[src/sv/modbus_rtu_reply_receiver_macros.svh]
// Assertion macros for the Modbus RTU reply receiver.
`ifndef MODBUS_RTU_REPLY_RECEIVER_MACROS_SVH
`define MODBUS_RTU_REPLY_RECEIVER_MACROS_SVH

// Same-cycle implication, sampled on clock, off during reset.
`define MRR_ASSERT_NOW(lbl, ante, cons, msg) \
   lbl: assert property (@(posedge clock) disable iff (reset) (ante) |-> (cons)) \
      else $error(msg);

// Next-cycle implication, sampled on clock, off during reset.
`define MRR_ASSERT_NEXT(lbl, ante, cons, msg) \
   lbl: assert property (@(posedge clock) disable iff (reset) (ante) |=> (cons)) \
      else $error(msg);

`endif

[src/sv/mrr_pkg.sv]
// Types, constants and helper functions for the Modbus RTU reply receiver.
package mrr_pkg;

   localparam int MAX_FRAME_DEF = 256;
   localparam int LEN_W = 9;
   localparam int SIL_W = 17;

   localparam logic [15:0] CRC_POLY = 16'hA001;
   localparam logic [15:0] CRC_INIT = 16'hFFFF;
   localparam logic [7:0] EXC_BIT = 8'h80;
   localparam logic [8:0] EXC_LEN = 9'd5;
   localparam logic [8:0] WRITE_LEN = 9'd8;
   localparam logic [15:0] TIMEOUT_RESET = 16'd1000;
   localparam logic [SIL_W-1:0] SIL_MAX = '1;

   localparam logic [1:0] FUNC_BYTE = 2'd0;
   localparam logic [1:0] FUNC_TICK = 2'd1;
   localparam logic [1:0] FUNC_START = 2'd2;

   localparam logic [1:0] STAT_GOOD = 2'd0;
   localparam logic [1:0] STAT_EXC = 2'd1;
   localparam logic [1:0] STAT_TIMEOUT = 2'd2;

   localparam logic [7:0] FC_READ_FIRST = 8'd1;
   localparam logic [7:0] FC_READ_LAST = 8'd4;
   localparam logic [7:0] FC_READ_HOLDING = 8'd3;
   localparam logic [7:0] FC_WRITE_COIL = 8'd5;
   localparam logic [7:0] FC_WRITE_REG = 8'd6;
   localparam logic [7:0] FC_WRITE_COILS = 8'd15;
   localparam logic [7:0] FC_WRITE_REGS = 8'd16;

   typedef struct packed {
      logic [1:0] func;
      logic [7:0] rx_byte;
      logic [10:0] request_count;
   } req_type;

   typedef struct packed {
      logic word_valid;
      logic [15:0] data_word;
      logic [4:0] bits_valid;
      logic done_res;
      logic [1:0] status;
   } rsp_type;

   function automatic logic [15:0] crc_feed(input logic [15:0] crc, input logic [7:0] b);
      logic [15:0] c;
      c = crc ^ {8'h00, b};
      for (int k = 0; k < 8; k++) begin
         c = c[0] ? ((c >> 1) ^ CRC_POLY) : (c >> 1);
      end
      return c;
   endfunction

   function automatic logic is_read(input logic [7:0] fc);
      return (fc >= FC_READ_FIRST) && (fc <= FC_READ_LAST);
   endfunction

   function automatic logic is_write(input logic [7:0] fc);
      return (fc == FC_WRITE_COIL) || (fc == FC_WRITE_REG) ||
             (fc == FC_WRITE_COILS) || (fc == FC_WRITE_REGS);
   endfunction

endpackage

[src/sv/mrr_step.sv]
// Reply parser state and its per-word update: length, CRC, data words, timeout.
module mrr_step #(
   parameter int MAX_FRAME = mrr_pkg::MAX_FRAME_DEF
) (
   input logic clock,
   input logic reset,
   input logic enable,
   input mrr_pkg::req_type in_word,
   input logic [15:0] timeout_ticks,
   output mrr_pkg::rsp_type out_word
);
   import mrr_pkg::*;

   localparam int CNT_W = $clog2(MAX_FRAME + 1);
   localparam int CMP_W = ((CNT_W > LEN_W) ? CNT_W : LEN_W) + 1;

   logic waiting_ff, waiting_in;
   logic [CNT_W-1:0] seen_ff, seen_in;
   logic [15:0] crc_ff, crc_in;
   logic [7:0] fc_ff, fc_in;
   logic [7:0] dbc_ff, dbc_in;
   logic [LEN_W-1:0] elen_ff, elen_in;
   logic [7:0] held_ff, held_in;
   logic held_flag_ff, held_flag_in;
   logic [SIL_W-1:0] sil_ff, sil_in;
   logic [10:0] coils_ff, coils_in;
   logic [7:0] crc_lo_ff, crc_lo_in;

   logic [7:0] b;
   logic [CMP_W-1:0] p_x, el_x, dend_x;
   logic [SIL_W-1:0] sil_inc;
   logic [4:0] cap;
   logic [4:0] take;
   logic last;

   always_comb begin
      b = in_word.rx_byte;
      waiting_in = waiting_ff;
      seen_in = seen_ff;
      crc_in = crc_ff;
      fc_in = fc_ff;
      dbc_in = dbc_ff;
      elen_in = elen_ff;
      held_in = held_ff;
      held_flag_in = held_flag_ff;
      sil_in = sil_ff;
      coils_in = coils_ff;
      crc_lo_in = crc_lo_ff;
      out_word = '0;
      p_x = CMP_W'(seen_ff);
      el_x = '0;
      dend_x = '0;
      sil_inc = (sil_ff == SIL_MAX) ? sil_ff : sil_ff + 1'b1;
      cap = '0;
      take = '0;
      last = 1'b0;

      case (in_word.func)
         FUNC_START: begin
            waiting_in = 1'b1;
            seen_in = '0;
            crc_in = CRC_INIT;
            fc_in = '0;
            dbc_in = '0;
            elen_in = '0;
            held_in = '0;
            held_flag_in = 1'b0;
            sil_in = '0;
            coils_in = in_word.request_count;
            crc_lo_in = '0;
         end
         FUNC_TICK: begin
            if (waiting_ff) begin
               sil_in = sil_inc;
               if (sil_inc > SIL_W'(timeout_ticks)) begin
                  waiting_in = 1'b0;
                  out_word.done_res = 1'b1;
                  out_word.status = STAT_TIMEOUT;
               end
            end
         end
         FUNC_BYTE: begin
            if (waiting_ff && (seen_ff < CNT_W'(MAX_FRAME))) begin
               seen_in = seen_ff + 1'b1;
               sil_in = '0;
               if (p_x == CMP_W'(1)) begin
                  fc_in = b;
                  if ((b & EXC_BIT) != 8'h00) begin
                     elen_in = EXC_LEN;
                  end else if (is_write(b)) begin
                     elen_in = WRITE_LEN;
                  end else begin
                     elen_in = '0;
                  end
               end else if ((p_x == CMP_W'(2)) && is_read(fc_ff)) begin
                  dbc_in = b;
                  elen_in = EXC_LEN + LEN_W'(b);
               end
               el_x = CMP_W'(elen_in);
               dend_x = CMP_W'(3) + CMP_W'(dbc_in);
               last = (p_x + CMP_W'(1)) == dend_x;

               if ((el_x == '0) || ((p_x + CMP_W'(2)) < el_x)) begin
                  crc_in = crc_feed(crc_ff, b);
                  if (is_read(fc_in) && (p_x >= CMP_W'(3)) && (p_x < dend_x)) begin
                     if (fc_in >= FC_READ_HOLDING) begin
                        if (held_flag_ff) begin
                           out_word.word_valid = 1'b1;
                           out_word.data_word = {held_ff, b};
                           out_word.bits_valid = 5'd16;
                           held_flag_in = 1'b0;
                        end else begin
                           held_in = b;
                           held_flag_in = 1'b1;
                        end
                     end else begin
                        if (held_flag_ff) begin
                           out_word.word_valid = 1'b1;
                           out_word.data_word = {b, held_ff};
                           cap = 5'd16;
                           held_flag_in = 1'b0;
                        end else if (last) begin
                           out_word.word_valid = 1'b1;
                           out_word.data_word = {8'h00, b};
                           cap = 5'd8;
                        end else begin
                           held_in = b;
                           held_flag_in = 1'b1;
                        end
                        if (out_word.word_valid) begin
                           take = (coils_ff < 11'(cap)) ? coils_ff[4:0] : cap;
                           out_word.bits_valid = take;
                           coils_in = coils_ff - 11'(take);
                        end
                     end
                  end
               end else if ((p_x + CMP_W'(2)) == el_x) begin
                  crc_lo_in = b;
               end else if ((p_x + CMP_W'(1)) == el_x) begin
                  if ({b, crc_lo_ff} == crc_ff) begin
                     waiting_in = 1'b0;
                     out_word.done_res = 1'b1;
                     out_word.status = ((fc_ff & EXC_BIT) != 8'h00) ? STAT_EXC : STAT_GOOD;
                  end
               end
            end
         end
         default: begin
         end
      endcase
   end

   always_ff @(posedge clock) begin
      if (reset) begin
         waiting_ff <= 1'b0;
         seen_ff <= '0;
         crc_ff <= CRC_INIT;
         fc_ff <= '0;
         dbc_ff <= '0;
         elen_ff <= '0;
         held_ff <= '0;
         held_flag_ff <= 1'b0;
         sil_ff <= '0;
         coils_ff <= '0;
         crc_lo_ff <= '0;
      end else if (enable) begin
         waiting_ff <= waiting_in;
         seen_ff <= seen_in;
         crc_ff <= crc_in;
         fc_ff <= fc_in;
         dbc_ff <= dbc_in;
         elen_ff <= elen_in;
         held_ff <= held_in;
         held_flag_ff <= held_flag_in;
         sil_ff <= sil_in;
         coils_ff <= coils_in;
         crc_lo_ff <= crc_lo_in;
      end
   end

endmodule

[src/sv/modbus_rtu_reply_receiver.sv]
// Top level of the Modbus RTU reply receiver: input register, parser, result register.
//
//   port group   dir   handshake         payload
//   req_         in    valid / ready     mrr_pkg::req_type
//   rsp_         out   valid / ready     mrr_pkg::rsp_type
//   csr_         in    write enable      timeout_ticks, 16 bits
//
// Every word gives one result word, which passes through the input register and then the result register.
// A new word is accepted every cycle while the result register is not stalled; the parser state updates once per word.
// A stalled result register holds the input register, which then drops req_ready.
// Synchronous reset clears the parser state and sets timeout_ticks to 1000.
`include "modbus_rtu_reply_receiver_macros.svh"

module modbus_rtu_reply_receiver #(
   parameter int MAX_FRAME = mrr_pkg::MAX_FRAME_DEF
) (
   input logic clock,
   input logic reset,
   input logic req_valid,
   output logic req_ready,
   input mrr_pkg::req_type req_data,
   output logic rsp_valid,
   input logic rsp_ready,
   output mrr_pkg::rsp_type rsp_data,
   input logic csr_we,
   input logic [15:0] csr_wdata
);
   import mrr_pkg::*;

   logic in_valid_ff, in_valid_in;
   req_type in_ff;
   logic out_valid_ff, out_valid_in;
   rsp_type out_ff;
   rsp_type step_out;
   logic [15:0] timeout_ff;
   logic advance;

   assign advance = in_valid_ff && (!out_valid_ff || rsp_ready);
   assign req_ready = !in_valid_ff || advance;
   assign rsp_valid = out_valid_ff;
   assign rsp_data = out_ff;

   always_comb begin
      in_valid_in = in_valid_ff;
      if (req_valid && req_ready) begin
         in_valid_in = 1'b1;
      end else if (advance) begin
         in_valid_in = 1'b0;
      end
      out_valid_in = out_valid_ff;
      if (advance) begin
         out_valid_in = 1'b1;
      end else if (rsp_ready) begin
         out_valid_in = 1'b0;
      end
   end

   mrr_step #(
      .MAX_FRAME(MAX_FRAME)
   ) u_step (
      .clock(clock),
      .reset(reset),
      .enable(advance),
      .in_word(in_ff),
      .timeout_ticks(timeout_ff),
      .out_word(step_out)
   );

   always_ff @(posedge clock) begin
      if (reset) begin
         in_valid_ff <= 1'b0;
         out_valid_ff <= 1'b0;
         timeout_ff <= TIMEOUT_RESET;
      end else begin
         in_valid_ff <= in_valid_in;
         out_valid_ff <= out_valid_in;
         if (csr_we) begin
            timeout_ff <= csr_wdata;
         end
      end
   end

   always_ff @(posedge clock) begin
      if (req_valid && req_ready) begin
         in_ff <= req_data;
      end
      if (advance) begin
         out_ff <= step_out;
      end
   end

   `MRR_ASSERT_NOW(a_word_done, rsp_data.word_valid, !rsp_data.done_res, "word and done")
   `MRR_ASSERT_NOW(a_status_done, !rsp_data.done_res, rsp_data.status == STAT_GOOD, "stray status")
   `MRR_ASSERT_NEXT(a_in_held, in_valid_ff && !advance, in_valid_ff && $stable(in_ff), "lost word")

endmodule
[config.mk]
export PLATFORM = sky130hd
export DESIGN_NAME = modbus_rtu_reply_receiver
export DESIGN_NICKNAME = d
export VERILOG_FILES = /design/src/sv/mrr_pkg.sv /design/src/sv/mrr_step.sv /design/src/sv/modbus_rtu_reply_receiver.sv
export VERILOG_INCLUDE_DIRS = /design/src /design/src/sv
export SDC_FILE = /design/constraint.sdc
export NUM_CORES = 1
export LEC_CHECK = 0
export ABC_CLOCK_PERIOD_IN_PS = 6800
export CAP_MARGIN = 40
export CORE_AREA = 2 2 125 127
export CTS_CLUSTER_SIZE = 25
export DETAILED_ROUTE_END_ITERATION = 16
export DIE_AREA = 0 0 127 129
export DONT_BUFFER_PORTS = 1
export PLACE_DENSITY = 0.8
export SLEW_MARGIN = 0
export SYNTH_ARGS = -nofsm -noshare
export SYNTH_HDL_FRONTEND = slang
export SYNTH_SLANG_ARGS = --single-unit
[constraint.sdc]
create_clock -name clock -period 6.8 [get_ports clock]
set_input_delay 0.34 -clock clock [delete_from_list [all_inputs] [get_ports clock]]
set_output_delay 0.34 -clock clock [all_outputs]
set_load 0.005 [all_outputs]
==> metrics.txt <==
status=complete, no violations; grt ovf=0; Port Buffers=0; Yosys reg bits=160; delay of the slowest critical-path stage=550 ps; routed wire length=25000 um; row count=45; Tightest Pin Transition=891 ps; worst hold stages=1; WL/cell=19.2 um; final core utilization=70.4%; Post-Route Setup TNS=0 ps; Max clock buf depth=2; core area=15000 um^2; setup violators final=0; hold crit path type=in -> reg; Commonest cells post-synth=167 x nor2_1, 114 x dfxtp_1, 71 x nand2_1, 57 x a21oi_1, 54 x xnor2_1; synth top area cells=dfxtp_1 24%, edfxtp_1 14%, nor2_1 6.5%, ha_1 6.2%, xnor2_1 4.9%; CP startpoint kind=flip-flop; syn avg cell area=8.64 um^2; design area=10500 um^2; RSZ-0062 raised after global routing=no; Final Skew=10.7 ps; crit-path cells=or4_4, nor3b_2, nand3_1, a21oi_1, ha_1, nor2_1, and3b_1, o211ai_2, or2_4, o22a_4, mux2i_1, ha_1, o21a_1, or3_1, o311a_1, nor2_1, o21ai_0, a32o_1; CTS tree=done; WHS=26.3 ps; Die X-Extent=127 um; final period utilization=80.7%; Post-Syn Instances=1116; # diodes=0; gpl congestion=0.964; LEAKAGE=3.97 nW; Final Net Count=1193; Clk Latency, worst-skew pair=440 ps; Seq/Total Area, Yosys=38.0%; share of post-route cells with drive strength above 1=7.44%; Yosys Warn Count=0; # IOs=69; post_cts resized=0; Register-to-Register Setup Slack=1310 ps; synthesized net count=1206; max_slew headroom=40.6%; DR vias/cell=6.40; Die ar.=16400 um^2; Max FO, Critical Path=13; first-pass GRT wire length=40200 um; reg2reg end=u_step.coils_ff[6]; share of the synthesized area in the top cell type=23.7%; total global routing track utilization=31.1%; most frequent cell after synthesis=nor2_1; slowest CP cell=or4_4; Fmax=0.182 GHz; reg2reg path depth=18; Clock Tree Root=clkbuf_16; maximum vdd drop=0.000182 V; Placed Instance Area=9710 um^2; TritonCTS buffer count=17; final hold violation count=0; Mapped Area=9640 um^2; initial antenna violation count=0; HPWL after DPL=16900 um; async set or reset register ratio after synthesis=0%; max_cap viols=0; synth unique cells=86; H-tree levels=4; Starting Density=64.3%; DR DRC count=0; First-pass DRT Iterations=7; clock-pin slew on the worst setup and hold paths=70 ps; Post-synth EDFFs=46; Yosys top cell by area=dfxtp_1; # clock sinks=160; minimum clock period=5490 ps; final count of pins violating max slew=0; WS Path Type=reg -> reg; Min-Delay Endpoint=timeout_ff[6]; WP data required=7130 ps; vias in the first global route=7788; top_reg_cell synth=dfxtp_1; Post-CTS Setup Inserts=0; critical path data arrival time=5820 ps; largest net degree at the start of global routing=79; crit path capture type=flip-flop; RR Startpoint=u_step.fc_ff[7]; die height=129 um; Layout Area Growth over Synthesis=9.40%; Final ANT Viol Nets=0; pwr/cell area=203 nW/um^2; via count=8350; Iteration-0 DRC Markers=867; Hold Path Origin=csr_we
## metal layers
layer / share of wire, % / wire length (um) / up-vias / track usage [%]
li1: - / - / 3989 / -
met1: 43 / 10700 / 3939 / 40.9
met2: 46 / 11500 / 363 / 50.3
met3: 8.5 / 2130 / 59 / 6.69
met4: 2.9 / 724 / 0 / 12.2
met5: 0 / 0 / - / 0
## cells in the final DEF (no fill, tap or decap), types with 14 or more instances in the layout
cell type,netlist,final
clkbuf_16,0,17
edfxtp_1,46,46
nand3_1,33,33
dfxtp_1,114,114
ha_1,48,48
nand2_1,71,71
xor2_1,35,35
a21oi_1,57,56
nand4_1,16,16
nor3_1,26,26
inv_1,38,38
a22oi_1,44,44
mux2i_1,30,30
and3_1,14,14
nor2_1,167,167
xnor2_1,54,54
o21ai_0,43,43
dlygate4sd3_1,0,21
o211ai_1,15,15
or3_1,15,15
## sequential cells by signal, summed over array words and instances (netlist names)
signal and cells:
rsp_data 25, rsp_valid 1, u_step.elen_ff 9, u_step.coils_ff 11, in_valid_ff 1, u_step.crc_ff 16
u_step.held_ff 8, u_step.sil_ff 17, u_step.seen_ff 9, u_step.held_flag_ff 1, u_step.crc_lo_ff 8, u_step.waiting_ff 1
timeout_ff 16, u_step.fc_ff 8, in_ff 21, u_step.dbc_ff 8
## where the power goes
| part | switching, mW | leakage (nW) | internal, mW | total (mW) |
|---|---|---|---|---|
| logic | 0.0967 | 2.32 | 0.0636 | 0.160 |
| registers | 0.0214 | 1.36 | 1.00 | 1.02 |
| clock network | 0.458 | 0.291 | 0.496 | 0.954 |
| total | 0.576 | 3.97 | 1.56 | 2.14 |
## timing repair
| item | in CTS | in global routing |
|---|---|---|
| endpoints found under the hold margin | 99 | 0 |
| endpoints found under the setup margin | 0 | 0 |
| hold buffers | 22 | 0 |
## metrics by stage
stage | worst slack [ps] | power, mW | std cells
2_1_floorplan | 2110 | 1.15 | 1116
6_report | 1310 | 2.14 | 1304
5_1_grt | 880 | 2.20 | 1304
3_3_place_gp | 1360 | 1.18 | 1248
3_5_place_dp | 1380 | 1.18 | 1250
4_1_cts | 1370 | 2.14 | 1304
## how the worst max path moves through the flow
| stage | startpoint | end | slack, ps | depth (start not counted) |
|---|---|---|---|---|
| floorplan | u_step.seen_ff[4] | u_step.coils_ff[6] | 2110 | 20 |
| global placement | u_step.fc_ff[7] | rsp_data[7] | 1360 | 16 |
| detailed placement | u_step.fc_ff[7] | u_step.coils_ff[6] | 1380 | 18 |
| CTS | u_step.fc_ff[7] | u_step.coils_ff[6] | 1370 | 18 |
| global route | u_step.fc_ff[7] | rsp_data[7] | 880 | 17 |
| finish | u_step.fc_ff[7] | u_step.coils_ff[6] | 1310 | 18 |
## cell families after synthesis
group	synth area share (%)
AO/OA/AOI/OAI	18.3
XOR/XNOR	8.32
other	0.0389
AND/OR/NAND/NOR	21.2
buffers and inverters	4.38
flip-flops	38.0
multiplexers	3.47
adder cells (fa/ha/maj)	6.23
## layout make-up
class                   count  area, um^2
multi-input cells         848        5560
repair buffers             35         343
clock buffers              17         425
clock inverters            15         166
well taps                 188         235
flip-flops and latches    160        3660
fillers                  1186        4430
inverters                  41         154
## worst max-delay path: cells and delay by family (launching register included)
| kind | cells | cell delay (ps) |
|---|---|---|
| adders and majority gates | 2 | 580 |
| AOI/OAI and AO/OA | 7 | 1530 |
| and+or+nand+nor | 8 | 2700 |
| DFF | 1 | 330 |
| muxes | 1 | 250 |
No activity file was read; power rests on OpenSTA's default activity.
